### src/rtl/core/lcdsd_pkg.sv
// Shared types, constants and window decode functions for the LCD serial deframer.
// No dependencies; imported by every module of the block.
`default_nettype none

package lcdsd_pkg;

  localparam logic [7:0] SYNC_CMD    = 8'hF8;
  localparam logic [7:0] SYNC_DATA   = 8'hFA;
  localparam logic [7:0] CMD_BIT     = 8'h80;
  localparam logic [7:0] LIMIT_RESET = 8'd38;
  localparam int         FIFO_DEPTH  = 4;
  localparam int         WIN_DEPTH   = 4;

  typedef enum logic [1:0] {
    PH_SEARCH  = 2'd0,
    PH_ALIGNED = 2'd1,
    PH_SHIFTED = 2'd2,
    PH_GAVEUP  = 2'd3
  } phase_t;

  typedef enum logic [1:0] {
    EV_SET_ADDR = 2'd0,
    EV_DATA     = 2'd1,
    EV_UNKNOWN  = 2'd2,
    EV_GAVE_UP  = 2'd3
  } kind_t;

  // what the front hands to the back
  typedef enum logic [1:0] {
    ENT_BYTE   = 2'd0,
    ENT_LOCK   = 2'd1,
    ENT_GIVEUP = 2'd2
  } ent_kind_t;

  typedef struct packed {
    ent_kind_t  kind;
    logic [7:0] raw;
    logic       shift;
  } ent_t;

  typedef enum logic [1:0] {
    ACT_WAIT      = 2'd0,
    ACT_SYNC_CMD  = 2'd1,
    ACT_SYNC_DATA = 2'd2,
    ACT_EMIT      = 2'd3
  } act_t;

  typedef logic [WIN_DEPTH-1:0][7:0] win_t;

  typedef struct packed {
    act_t       act;
    kind_t      kind;
    logic [7:0] vert;
    logic [4:0] hor;
    logic [7:0] data;
    logic [2:0] used;
  } step_t;

  // One decode step on the head of the window.
  function automatic step_t win_step(input win_t w, input logic [2:0] cnt, input logic mode,
                                     input logic acs, input logic ads, input logic s);
    logic [7:0] syc;
    logic [7:0] syd;
    logic [7:0] cbit;
    logic [7:0] v0;
    step_t      st;
    syc  = s ? (SYNC_CMD >> 1) : SYNC_CMD;
    syd  = s ? (SYNC_DATA >> 1) : SYNC_DATA;
    cbit = s ? (CMD_BIT >> 1) : CMD_BIT;
    v0   = w[0] & ~cbit;
    st      = '0;
    st.act  = ACT_WAIT;
    st.kind = EV_SET_ADDR;
    if (cnt != 3'd0) begin
      if (!acs && !ads && w[0] == syc) begin
        st.act  = ACT_SYNC_CMD;
        st.used = 3'd1;
      end else if (!ads && w[0] == syd) begin
        st.act  = ACT_SYNC_DATA;
        st.used = 3'd1;
      end else if (!mode) begin
        if ((w[0] & cbit) == 8'd0) begin
          st.act  = ACT_EMIT;
          st.kind = EV_UNKNOWN;
          st.used = 3'd1;
        end else if (cnt >= 3'd3) begin
          if ((w[2] & cbit) == 8'd0) begin
            st.act  = ACT_EMIT;
            st.kind = EV_UNKNOWN;
            st.used = 3'd1;
          end else if (cnt >= 3'd4) begin
            st.act  = ACT_EMIT;
            st.kind = EV_SET_ADDR;
            st.used = 3'd4;
            st.vert = s ? ({v0[6:0], 1'b0} | {3'b000, w[1][7:3]})
                        : (v0 | {4'b0000, w[1][7:4]});
            st.hor  = s ? w[3][7:3] : {1'b0, w[3][7:4]};
          end
        end
      end else if (cnt >= 3'd2) begin
        st.act  = ACT_EMIT;
        st.kind = EV_DATA;
        st.used = 3'd2;
        st.data = s ? ({w[0][6:0], 1'b0} | {3'b000, w[1][7:3]})
                    : (w[0] | {4'b0000, w[1][7:4]});
      end
    end
    return st;
  endfunction

  function automatic win_t shift_win(input win_t w, input logic [2:0] used);
    win_t r;
    unique case (used)
      3'd1:    r = w >> 8;
      3'd2:    r = w >> 16;
      3'd4:    r = '0;
      default: r = w;
    endcase
    return r;
  endfunction

  // True if the window still yields an event before it runs dry; only syncs
  // can precede it, and at most three bytes remain.
  function automatic logic more_results(input win_t w, input logic [2:0] cnt,
                                        input logic mode, input logic acs,
                                        input logic ads, input logic s);
    win_t       ww;
    logic [2:0] cc;
    logic       md;
    logic       ac;
    logic       ad;
    logic       stop;
    logic       found;
    step_t      st;
    ww    = w;
    cc    = cnt;
    md    = mode;
    ac    = acs;
    ad    = ads;
    stop  = 1'b0;
    found = 1'b0;
    for (int i = 0; i < WIN_DEPTH - 1; i++) begin
      st = win_step(ww, cc, md, ac, ad, s);
      if (!stop) begin
        unique case (st.act)
          ACT_SYNC_CMD: begin
            md = 1'b0;
            ac = 1'b1;
            ww = ww >> 8;
            cc = cc - 3'd1;
          end
          ACT_SYNC_DATA: begin
            md = 1'b1;
            ac = 1'b0;
            ad = 1'b1;
            ww = ww >> 8;
            cc = cc - 3'd1;
          end
          ACT_EMIT: begin
            found = 1'b1;
            stop  = 1'b1;
          end
          default: stop = 1'b1;
        endcase
      end
    end
    return found;
  endfunction

endpackage

`default_nettype wire

### src/rtl/core/lcd_serial_frame_deframer.sv
// Top level of the LCD serial link deframer: front, word queue and back.
// Depends on lcdsd_pkg, lcdsd_front, lcdsd_fifo and lcdsd_back.
//
// Input channel (byte_valid/byte_ready): one sniffed byte per word with
// capture_start marking the first byte of a capture. Output channel
// (event_valid/event_ready): one decoded event per word, last set on the
// final event caused by an input byte.
// Throughput: one byte per cycle while the queue is not full; the back end
// makes one window step per cycle (an event or a mode sync), merging the
// first with the arrival of a new byte, so a byte that leaves several steps
// (up to three events) holds the back end until all its steps are done.
// With an idle back end, the byte that completes an event is queued at the
// accepting edge and then loaded from the queue head into the output register.
// When the receiver stalls, the event register holds, the back end stops
// and the queue (FIFO_DEPTH words) fills; byte_ready drops once it is full.
// Reset: sync search restarts, the queue empties, search_limit returns to 38.
// No clearing pass is needed; the block takes bytes in the cycle after reset.
// cfg_wen/cfg_wdata write search_limit; write only while the block is idle.
`default_nettype none

module lcd_serial_frame_deframer
  import lcdsd_pkg::*;
#(
  parameter int FIFO_DEPTH_P = FIFO_DEPTH
) (
  input  wire logic       clk,
  input  wire logic       rst,
  input  wire logic       byte_valid,
  output logic            byte_ready,
  input  wire logic [7:0] raw_byte,
  input  wire logic       capture_start,
  output logic            event_valid,
  input  wire logic       event_ready,
  output logic [1:0]      event_kind,
  output logic [7:0]      row_addr,
  output logic [4:0]      col_addr,
  output logic [7:0]      data_byte,
  output logic            last,
  input  wire logic       cfg_wen,
  input  wire logic [7:0] cfg_wdata
);

  logic q_full;
  logic push;
  ent_t push_ent;
  ent_t head;
  logic head_valid;
  logic pop;

  lcdsd_front u_front (
    .clk           (clk),
    .rst           (rst),
    .byte_valid    (byte_valid),
    .byte_ready    (byte_ready),
    .raw_byte      (raw_byte),
    .capture_start (capture_start),
    .cfg_wen       (cfg_wen),
    .cfg_wdata     (cfg_wdata),
    .q_full        (q_full),
    .push          (push),
    .push_ent      (push_ent)
  );

  lcdsd_fifo #(
    .DEPTH (FIFO_DEPTH_P)
  ) u_fifo (
    .clk        (clk),
    .rst        (rst),
    .push       (push),
    .push_ent   (push_ent),
    .pop        (pop),
    .head       (head),
    .head_valid (head_valid),
    .full       (q_full)
  );

  lcdsd_back u_back (
    .clk         (clk),
    .rst         (rst),
    .head        (head),
    .head_valid  (head_valid),
    .pop         (pop),
    .event_valid (event_valid),
    .event_ready (event_ready),
    .event_kind  (event_kind),
    .row_addr    (row_addr),
    .col_addr    (col_addr),
    .data_byte   (data_byte),
    .last        (last)
  );

endmodule

`default_nettype wire

### src/rtl/core/lcdsd_fifo.sv
// Short word queue between the front and back parts of the deframer.
// Depends on lcdsd_pkg for the entry type.
`default_nettype none

module lcdsd_fifo
  import lcdsd_pkg::*;
#(
  parameter int DEPTH = FIFO_DEPTH
) (
  input  wire logic clk,
  input  wire logic rst,
  input  wire logic push,
  input  wire ent_t push_ent,
  input  wire logic pop,
  output ent_t      head,
  output logic      head_valid,
  output logic      full
);

  localparam int PW = $clog2(DEPTH);
  localparam int CW = $clog2(DEPTH + 1);

  ent_t          mem [DEPTH];
  logic [PW-1:0] wr_ptr;
  logic [PW-1:0] rd_ptr;
  logic [CW-1:0] count;
  logic [CW-1:0] count_next;

  assign head       = mem[rd_ptr];
  assign head_valid = (count != '0);
  assign full       = (count == CW'(DEPTH));

  always_comb begin
    count_next = count;
    if (push && !pop) begin
      count_next = count + CW'(1);
    end else if (pop && !push) begin
      count_next = count - CW'(1);
    end
  end

  always_ff @(posedge clk) begin
    if (rst) begin
      wr_ptr <= '0;
      rd_ptr <= '0;
      count  <= '0;
    end else begin
      count <= count_next;
      if (push) begin
        wr_ptr <= (wr_ptr == PW'(DEPTH - 1)) ? '0 : wr_ptr + PW'(1);
      end
      if (pop) begin
        rd_ptr <= (rd_ptr == PW'(DEPTH - 1)) ? '0 : rd_ptr + PW'(1);
      end
    end
  end

  always_ff @(posedge clk) begin
    if (push) begin
      mem[wr_ptr] <= push_ent;
    end
  end

endmodule

`default_nettype wire

### src/rtl/core/lcdsd_front.sv
// Front part: takes sniffed bytes, runs the sync search and turns search
// results and post-lock bytes into queue words. Depends on lcdsd_pkg.
`default_nettype none

module lcdsd_front
  import lcdsd_pkg::*;
(
  input  wire logic       clk,
  input  wire logic       rst,
  input  wire logic       byte_valid,
  output logic            byte_ready,
  input  wire logic [7:0] raw_byte,
  input  wire logic       capture_start,
  input  wire logic       cfg_wen,
  input  wire logic [7:0] cfg_wdata,
  input  wire logic       q_full,
  output logic            push,
  output ent_t            push_ent
);

  phase_t     phase;
  phase_t     phase_next;
  phase_t     phase_eff;
  logic [7:0] search_count;
  logic [7:0] search_count_next;
  logic [7:0] scnt_eff;
  logic [7:0] search_limit;
  logic       accept;

  assign byte_ready = !q_full;
  assign accept     = byte_valid && byte_ready;

  always_comb begin
    phase_eff         = capture_start ? PH_SEARCH : phase;
    scnt_eff          = capture_start ? 8'd0 : search_count;
    phase_next        = phase;
    search_count_next = search_count;
    push              = 1'b0;
    push_ent.kind     = ENT_BYTE;
    push_ent.raw      = raw_byte;
    push_ent.shift    = 1'b0;
    if (accept) begin
      phase_next        = phase_eff;
      search_count_next = scnt_eff;
      unique case (phase_eff) inside
        PH_SEARCH: begin
          // aligned sync wins over the shifted form
          if ((raw_byte & SYNC_CMD) == SYNC_CMD) begin
            phase_next    = PH_ALIGNED;
            push          = 1'b1;
            push_ent.kind = ENT_LOCK;
          end else if ((raw_byte & (SYNC_CMD >> 1)) == (SYNC_CMD >> 1)) begin
            phase_next     = PH_SHIFTED;
            push           = 1'b1;
            push_ent.kind  = ENT_LOCK;
            push_ent.shift = 1'b1;
          end else if (scnt_eff < search_limit) begin
            search_count_next = scnt_eff + 8'd1;
          end else begin
            phase_next    = PH_GAVEUP;
            push          = 1'b1;
            push_ent.kind = ENT_GIVEUP;
          end
        end
        PH_ALIGNED, PH_SHIFTED: begin
          push = 1'b1;
        end
        default: ;
      endcase
    end
  end

  always_ff @(posedge clk) begin
    if (rst) begin
      phase        <= PH_SEARCH;
      search_count <= 8'd0;
      search_limit <= LIMIT_RESET;
    end else begin
      phase        <= phase_next;
      search_count <= search_count_next;
      if (cfg_wen) begin
        search_limit <= cfg_wdata;
      end
    end
  end

endmodule

`default_nettype wire

### src/rtl/core/lcdsd_back.sv
// Back part: keeps the four-byte window, follows mode syncs and decodes
// events into the output register. Depends on lcdsd_pkg.
`default_nettype none

module lcdsd_back
  import lcdsd_pkg::*;
(
  input  wire logic  clk,
  input  wire logic  rst,
  input  wire ent_t  head,
  input  wire logic  head_valid,
  output logic       pop,
  output logic       event_valid,
  input  wire logic  event_ready,
  output logic [1:0] event_kind,
  output logic [7:0] row_addr,
  output logic [4:0] col_addr,
  output logic [7:0] data_byte,
  output logic       last
);

  win_t       win;
  win_t       win_next;
  logic [2:0] cnt;
  logic [2:0] cnt_next;
  logic       mode;
  logic       mode_next;
  logic       acs;
  logic       acs_next;
  logic       ads;
  logic       ads_next;
  logic       shifted;
  logic       shifted_next;

  logic       go;
  logic       load;
  logic       use_app;
  win_t       w_app;
  logic [2:0] cnt_app;
  step_t      st_win;
  step_t      st_app;
  step_t      st_sel;
  win_t       w_sel;
  logic [2:0] cnt_sel;
  win_t       w_post;
  logic [2:0] cnt_post;
  logic       mode_post;
  logic       acs_post;
  logic       ads_post;
  logic       more;
  kind_t      kind_ld;
  logic [7:0] vert_ld;
  logic [4:0] hor_ld;
  logic [7:0] data_ld;
  logic       last_ld;

  always_comb begin
    go      = !event_valid || event_ready;
    st_win  = win_step(win, cnt, mode, acs, ads, shifted);
    w_app   = win;
    w_app[cnt[1:0]] = head.raw;
    cnt_app = cnt + 3'd1;
    st_app  = win_step(w_app, cnt_app, mode, acs, ads, shifted);
    // window stalled on lookahead: the next queued byte joins it this cycle
    use_app = (st_win.act == ACT_WAIT) && head_valid && (head.kind == ENT_BYTE);
    w_sel   = use_app ? w_app : win;
    cnt_sel = use_app ? cnt_app : cnt;
    st_sel  = use_app ? st_app : st_win;

    w_post    = shift_win(w_sel, st_sel.used);
    cnt_post  = cnt_sel - st_sel.used;
    mode_post = mode;
    acs_post  = acs;
    ads_post  = ads;
    unique case (st_sel.act)
      ACT_SYNC_CMD: begin
        mode_post = 1'b0;
        acs_post  = 1'b1;
      end
      ACT_SYNC_DATA: begin
        mode_post = 1'b1;
        acs_post  = 1'b0;
        ads_post  = 1'b1;
      end
      ACT_EMIT: begin
        acs_post = 1'b0;
        ads_post = 1'b0;
      end
      default: ;
    endcase
    more = more_results(w_post, cnt_post, mode_post, acs_post, ads_post, shifted);

    win_next     = win;
    cnt_next     = cnt;
    mode_next    = mode;
    acs_next     = acs;
    ads_next     = ads;
    shifted_next = shifted;
    pop          = 1'b0;
    load         = 1'b0;
    kind_ld      = st_sel.kind;
    vert_ld      = st_sel.vert;
    hor_ld       = st_sel.hor;
    data_ld      = st_sel.data;
    last_ld      = !more;

    if (go) begin
      if (st_win.act != ACT_WAIT || use_app) begin
        pop       = use_app;
        win_next  = w_post;
        cnt_next  = cnt_post;
        mode_next = mode_post;
        acs_next  = acs_post;
        ads_next  = ads_post;
        load      = (st_sel.act == ACT_EMIT);
      end else if (head_valid) begin
        pop = 1'b1;
        unique case (head.kind)
          ENT_LOCK: begin
            cnt_next     = 3'd0;
            mode_next    = 1'b0;
            acs_next     = 1'b0;
            ads_next     = 1'b0;
            shifted_next = head.shift;
          end
          ENT_GIVEUP: begin
            load    = 1'b1;
            kind_ld = EV_GAVE_UP;
            vert_ld = 8'd0;
            hor_ld  = 5'd0;
            data_ld = 8'd0;
            last_ld = 1'b1;
          end
          default: ;
        endcase
      end
    end
  end

  always_ff @(posedge clk) begin
    if (rst) begin
      cnt         <= 3'd0;
      mode        <= 1'b0;
      acs         <= 1'b0;
      ads         <= 1'b0;
      shifted     <= 1'b0;
      event_valid <= 1'b0;
    end else begin
      cnt     <= cnt_next;
      mode    <= mode_next;
      acs     <= acs_next;
      ads     <= ads_next;
      shifted <= shifted_next;
      if (load) begin
        event_valid <= 1'b1;
      end else if (event_ready) begin
        event_valid <= 1'b0;
      end
    end
  end

  always_ff @(posedge clk) begin
    win <= win_next;
    if (load) begin
      event_kind <= kind_ld;
      row_addr   <= vert_ld;
      col_addr   <= hor_ld;
      data_byte  <= data_ld;
      last       <= last_ld;
    end
  end

endmodule

`default_nettype wire

### config.mk
export PLATFORM = sky130hd
export DESIGN_NAME = lcd_serial_frame_deframer
export DESIGN_NICKNAME = d
export VERILOG_FILES = /design/src/rtl/core/lcdsd_pkg.sv /design/src/rtl/core/lcd_serial_frame_deframer.sv /design/src/rtl/core/lcdsd_fifo.sv /design/src/rtl/core/lcdsd_front.sv /design/src/rtl/core/lcdsd_back.sv
export SDC_FILE = /design/constraint.sdc
export NUM_CORES = 1
export LEC_CHECK = 0
export BUFFER_PORTS_ARGS = -buffer_cell sky130_fd_sc_hd__buf_2
export CAP_MARGIN = 15
export CORE_ASPECT_RATIO = 1.25
export CORE_MARGIN = 10
export CORE_UTILIZATION = 33
export DETAILED_ROUTE_END_ITERATION = 10
export GPL_ROUTABILITY_DRIVEN = 0
export GPL_TIMING_DRIVEN = 0
export PLACE_DENSITY = 0.51
export SYNTH_ARGS = -nofsm -noshare
export SYNTH_HDL_FRONTEND = slang
export SYNTH_SLANG_ARGS = --single-unit
### constraint.sdc
create_clock -name clk -period 22.6 [get_ports clk]
set_input_delay 1.13 -clock clk [delete_from_list [all_inputs] [get_ports clk]]
set_output_delay 1.13 -clock clk [all_outputs]
set_load 0.005 [all_outputs]
==> flow_summary.ini, run 1 <==
[outcome]
status = finished, final reports clean

[cts]
cts_tree = built
cts_setup_buffers = 0
clockBufferDepth = 2
cts_resized = 0
clock_latency_ps = 430
cts-root-buf = clkbuf_16
cts_sinks = 135
ctsHtreeMaxLevel = 4
cts_hold_buffers = 0
cts.clk_slew.worst_paths_ps = 70
cts_inserted_buffers = 17

[sta]
finalHoldViolCount = 0
fin_crit_sh_pct = 46.4
relSlewSlack_pct = 36.5
setup_viol = 0
tns_ps = 0
skew_ps = 12.7
max_slew.worst_pin.slew_ps = 926
fmax_mhz = 95.4
slew_viol_final = 0
finalCriticalPeriod_ps = 10480
rsz0062_at_grt = no

[min_path]
hold_start = u_front.phase[0]
whs_endpoint = u_front.phase[0]
hp-class = flip-flop to flip-flop
hold_depth = 2

[critical_path]
reg2reg_depth = 40
start_kind = flip-flop
cp_max_fo = 10
crit_cells = 40
r2r_start = u_back.cnt[1]
worst_ep_required_time_ps = 22830
crit_type = flip-flop to flip-flop
reg2reg_to = u_back.last
r2r_slack_ps = 12120
arrival_ps = 10710
crit_buf_inv = 9
slowest_delay_ps = 560
cp-end-kind = flip-flop
crit_family = buffers and inverters
slowest_stage = xnor2_1
crit_top_cell = ha_1

[route]
postRouteAntennaNets = 0
wl_um = 25900
wire_per_inst_um = 20.0
drt-initial-drc-count = 404
vias_per_cell = 5.52
first_pass_iters = 5
drc_errors = 0
vias = 7149

[yosys]
synth.net_count = 934
ys_warn_count = 0
synth_edf_count = 100
ys.flop_type = edfxtp_1
syn_avg_cell_area_sq_um = 10.2
synth_top_area_cell = edfxtp_1
synth-seq-cells = 135
yosys.area.top_type_share_pct = 33.8
yosys-top-cells-count = edfxtp_1 (100), nor2_1 (81), mux2i_1 (66)
synthCells = 869
yosys-top-cells-area = edfxtp_1 (34%), dfxtp_1 (7.9%), mux2i_1 (7.4%), ha_1 (5.8%), nor2_1 (3.4%)
synth_cell_type_count = 86
synth_most_common_cell = edfxtp_1
yosysSeqAreaShare_pct = 41.7
netlist_area_sq_um = 8870
async_flop_share_pct = 0

[global_routing]
grtUsageMet3_pct = 2.77
overflow = 0
grt_pass1_vias = 7109
gr-usage-met1_pct = 17.2
grt_usage_pct = 14.9
grt_max_degree = 19
antenna_found_initial = 0
busiest_layer = met2
grt_pass1_wl_um = 40200
use_met2_pct = 25.9

[placed_design]
place_inst = 1264
portBuffers = 47
hpwl_um = 20000

[layout]
seqCellArea_sq_um = 3700
fin_nets = 1003
multi_input_comb_area_sq_um = 4800
antennaDiodeCount = 0
final_cells = 1296
postLayoutCoreUtil_pct = 38.2
area_growth_pct = 14.7
drive_gt1_share_pct = 16.5
nFillCells = 2683

[floorplan]
initial_utilization_pct = 33.3
die_x_um = 167
fp.dieH_um = 203
num_io_pins = 48
fp-row-count = 67
core_sq_um = 26700
die_area_sq_um = 33900

[flow_run]
maxCapViolCount = 0
## per-layer routing
metal	up-vias	wire length, um
met1	3448	10900
met5	-	0
met4	0	1010
li1	3452	-
met3	57	1090
met2	192	12900
## registers in the layout, summed over array words and instances, names as in the netlist, named ones only
name / flops
u_back.event_kind: 2
u_back.mode: 1
u_fifo.mem: 44
u_back.win: 32
u_back.ads: 1
u_front.phase: 2
u_back.acs: 1
u_fifo.rd_ptr: 2
u_back.event_valid: 1
u_fifo.count: 3
u_back.last: 1
u_back.shifted: 1
u_back.col_addr: 5
u_front.search_limit: 8
u_fifo.wr_ptr: 2
u_back.row_addr: 8
u_front.search_count: 8
u_back.cnt: 3
u_back.data_byte: 8
## worst max-delay path by stage
stage | from | endpoint | slack, ps
floorplan | flip-flop | u_back.last | 14550
global placement | u_back.cnt[0] | u_back.last | 12180
detailed placement | u_back.cnt[0] | u_back.last | 12290
CTS | u_back.cnt[0] | u_back.last | 12220
global route | u_back.cnt[0] | u_back.last | 11420
finish | u_back.cnt[1] | u_back.last | 12120
## logic make-up (layout without fill, tap and decap cells)
kind of cell    count (synthesis)  after routing  share of synthesized area [%]
xor+xnor                       15             15                           1.48
simple gates                  281            281                           15.8
fa+ha+maj                      43             43                           6.23
compound gates                212            212                           18.2
mux                            94             94                           12.3
buf+inv                        89            171                           4.26
flops                         135            135                           41.7
## worst min-delay path: cells and delay by family (launching register included)
family / cells / cell delay, ps
and+or+nand+nor: 1 / 50
AOI/OAI and AO/OA: 1 / 50
DFF: 1 / 310
## cell usage in the layout (no fill, tap or decap), types with 7 or more instances in the layout
cell       netlist  routed
nand4_1          9       9
o211a_1          7       7
a211oi_1         8       8
a21o_1          10      10
o21ai_0         20      20
buf_2           11      59
o22ai_1         26      26
nand2b_1        11      11
nor2_1          81      80
nor3_1          18      18
o211ai_1        15      15
and2_1          11      11
ha_1            41      41
xnor2_1          9       9
nand2_1         58      58
a21oi_1         30      30
edfxtp_1       100     100
clkbuf_16        0      17
mux2i_1         66      66
a31oi_1         12      12
inv_1           42      42
mux4_2          10      10
or3_1           11      11
clkbuf_1        22      23
and3_1           7       7
mux2_2          18      18
o21a_1           8       8
nor2b_1         19      19
dfxtp_1         35      35
nand3_1         26      26
## through the flow
| stage | hold WS, ps | worst slack, ps | cell area [sq um] |
|---|---|---|---|
| after floorplan | 432 | 14550 | 8870 |
| after global placement | 441 | 12180 | 9540 |
| after detailed placement | 447 | 12290 | 9590 |
| after CTS | 455 | 12220 | 10200 |
| after global routing | 471 | 11420 | 10200 |
| final | 455 | 12120 | 10200 |
## final cells by class
cell class | instances | area share, %
inverters | 46 | 1.70
clock inverters | 14 | 1.57
flip-flops and latches | 135 | 36.4
plain buffers | 43 | 2.02
multi-input cells | 645 | 47.1
repair buffers | 50 | 2.78
well taps | 345 | 4.24
clock buffers | 18 | 4.22
Power of run 1 is not shown: default switching activity piles up to over one toggle a cycle in this logic, so the estimate is an artifact.
==> run 2, diff against run 1 <==
==> constraint.sdc (replaced) <==
create_clock -name clk -period 10.59 [get_ports clk]
set_input_delay 0.5295 -clock clk [delete_from_list [all_inputs] [get_ports clk]]
set_output_delay 0.5295 -clock clk [all_outputs]
set_load 0.005 [all_outputs]
==> flow_summary.ini, run 2 (synthesis results as in run 1) <==
[floorplan]
fp-row-count = 67
die_area_sq_um = 33900
die_x_um = 167
core_sq_um = 26700
initial_utilization_pct = 33.3
fp.dieH_um = 203
num_io_pins = 48

[sta]
finalCriticalPeriod_ps = 9810
relSlewSlack_pct = 36.4
whs_ps = 304
rsz0062_at_grt = no
setup_viol = 0
max_slew.worst_pin.slew_ps = 927
slew_viol_final = 0
tns_ps = 0
finalHoldViolCount = 0
fin_crit_sh_pct = 92.6
fmax_mhz = 102
skew_ps = 12.8

[placed_design]
hpwl_um = 20000
portBuffers = 47

[critical_path]
slowest_delay_ps = 520
start_kind = flip-flop
cp_max_fo = 15
crit_family = compound AO/OA/AOI/OAI gates
crit_type = flip-flop to flip-flop
worst_ep_required_time_ps = 10820
arrival_ps = 10040
cp-end-kind = flip-flop
slowest_stage = fa_1
crit_buf_inv = 9
crit_top_cell = ha_1

[cts]
cts_sinks = 135
cts_inserted_buffers = 17
cts.clk_slew.worst_paths_ps = 70
cts-root-buf = clkbuf_16
ctsHtreeMaxLevel = 4
clock_latency_ps = 430
cts_resized = 0
cts_hold_buffers = 0
clockBufferDepth = 2
cts_setup_buffers = 0
cts_tree = built

[route]
wire_per_inst_um = 20.0
dr_wl_met3_um = 1110
top_layer = met4
vias = 7170
drc_errors = 0
postRouteAntennaNets = 0
drt-met1-wl_um = 10900
drt-initial-drc-count = 431
wl_met2_um = 12900
first_pass_iters = 5
wl_um = 25900
vias_per_cell = 5.54

[layout]
largest_register_ff_count = 44
area_growth_pct = 14.8
nFillCells = 2681
fin_nets = 1002
final_cell_mix = edfxtp_1 (100), nor2_1 (80), mux2i_1 (66)
largestRegisters = u_fifo.mem: 44 flops, u_back.win: 32 flops
final_common_cell = edfxtp_1
largest-register = u_fifo.mem
antennaDiodeCount = 0
drive_gt1_share_pct = 16.9

[global_routing]
antenna_found_initial = 0
grt_pass1_wl_um = 40200
overflow = 0
grt_max_degree = 19
grt_pass1_vias = 7109
grt_usage_pct = 14.9

[outcome]
status = finished, final reports clean

[flow_run]
maxCapViolCount = 0

[min_path]
hp-class = primary input to flip-flop
[run 2: changes by cell type in the layout (fill, tap and decap cells not counted), sizes merged]
cell and change:
clkbuf +1, buf -2
[run 2: metal layers]
| layer | vias to the layer above | global-route usage (%) |
|---|---|---|
| met3 | 62 | 2.77 |
| met1 | 3468 | 17.2 |
| met2 | 200 | 25.9 |
| met5 | - | 0 |
| li1 | 3440 | - |
| met4 | 0 | 8.01 |
[run 2: cell type report]
type | count | area [sq um] | area share [%]
clock inverter | 14 | 160 | 1.57
clock buffer | 18 | 429 | 4.21
buffer | 42 | 204 | 2.00
tap | 345 | 432 | 4.24
timing repair buffer | 50 | 283 | 2.78
sequential | 135 | 3700 | 36.3
inverter | 46 | 173 | 1.69
multi-input combinational | 645 | 4810 | 47.2
[run 2: path summary, 6_finish.rpt]
path / depth (start not counted) / end / from / slack (ps)
worst max-delay path: 40 / u_back.last / u_back.cnt[0] / 780
worst min-delay path: 3 / u_front.search_limit[2] / cfg_wdata[2] / 300
worst max register to register: 40 / u_back.last / u_back.cnt[0] / 780
worst min register to register: 2 / u_front.phase[0] / u_front.phase[0] / 450
[run 2: through the flow]
stage          util (%)  setup slack, ps  area (sq um)  std cells
6_report           38.2              781         10200       1295
5_1_grt            38.2              117         10200       1295
4_1_cts            38.2              208         10200       1296
3_5_place_dp       36.0              280          9590       1264
3_3_place_gp       35.8              170          9540       1261
2_1_floorplan         -             2540          8870        869
[run 2: worst reg2reg max path: cells and delay by family (launching register included)]
| family | cells | cell delay, ps |
|---|---|---|
| simple gates | 8 | 1480 |
| buf+inv | 9 | 2030 |
| compound gates | 13 | 2850 |
| mux | 1 | 440 |
| xor+xnor | 1 | 240 |
| flops | 1 | 390 |
| fa+ha+maj | 8 | 2190 |
Power of run 2 is left out for the same reason.
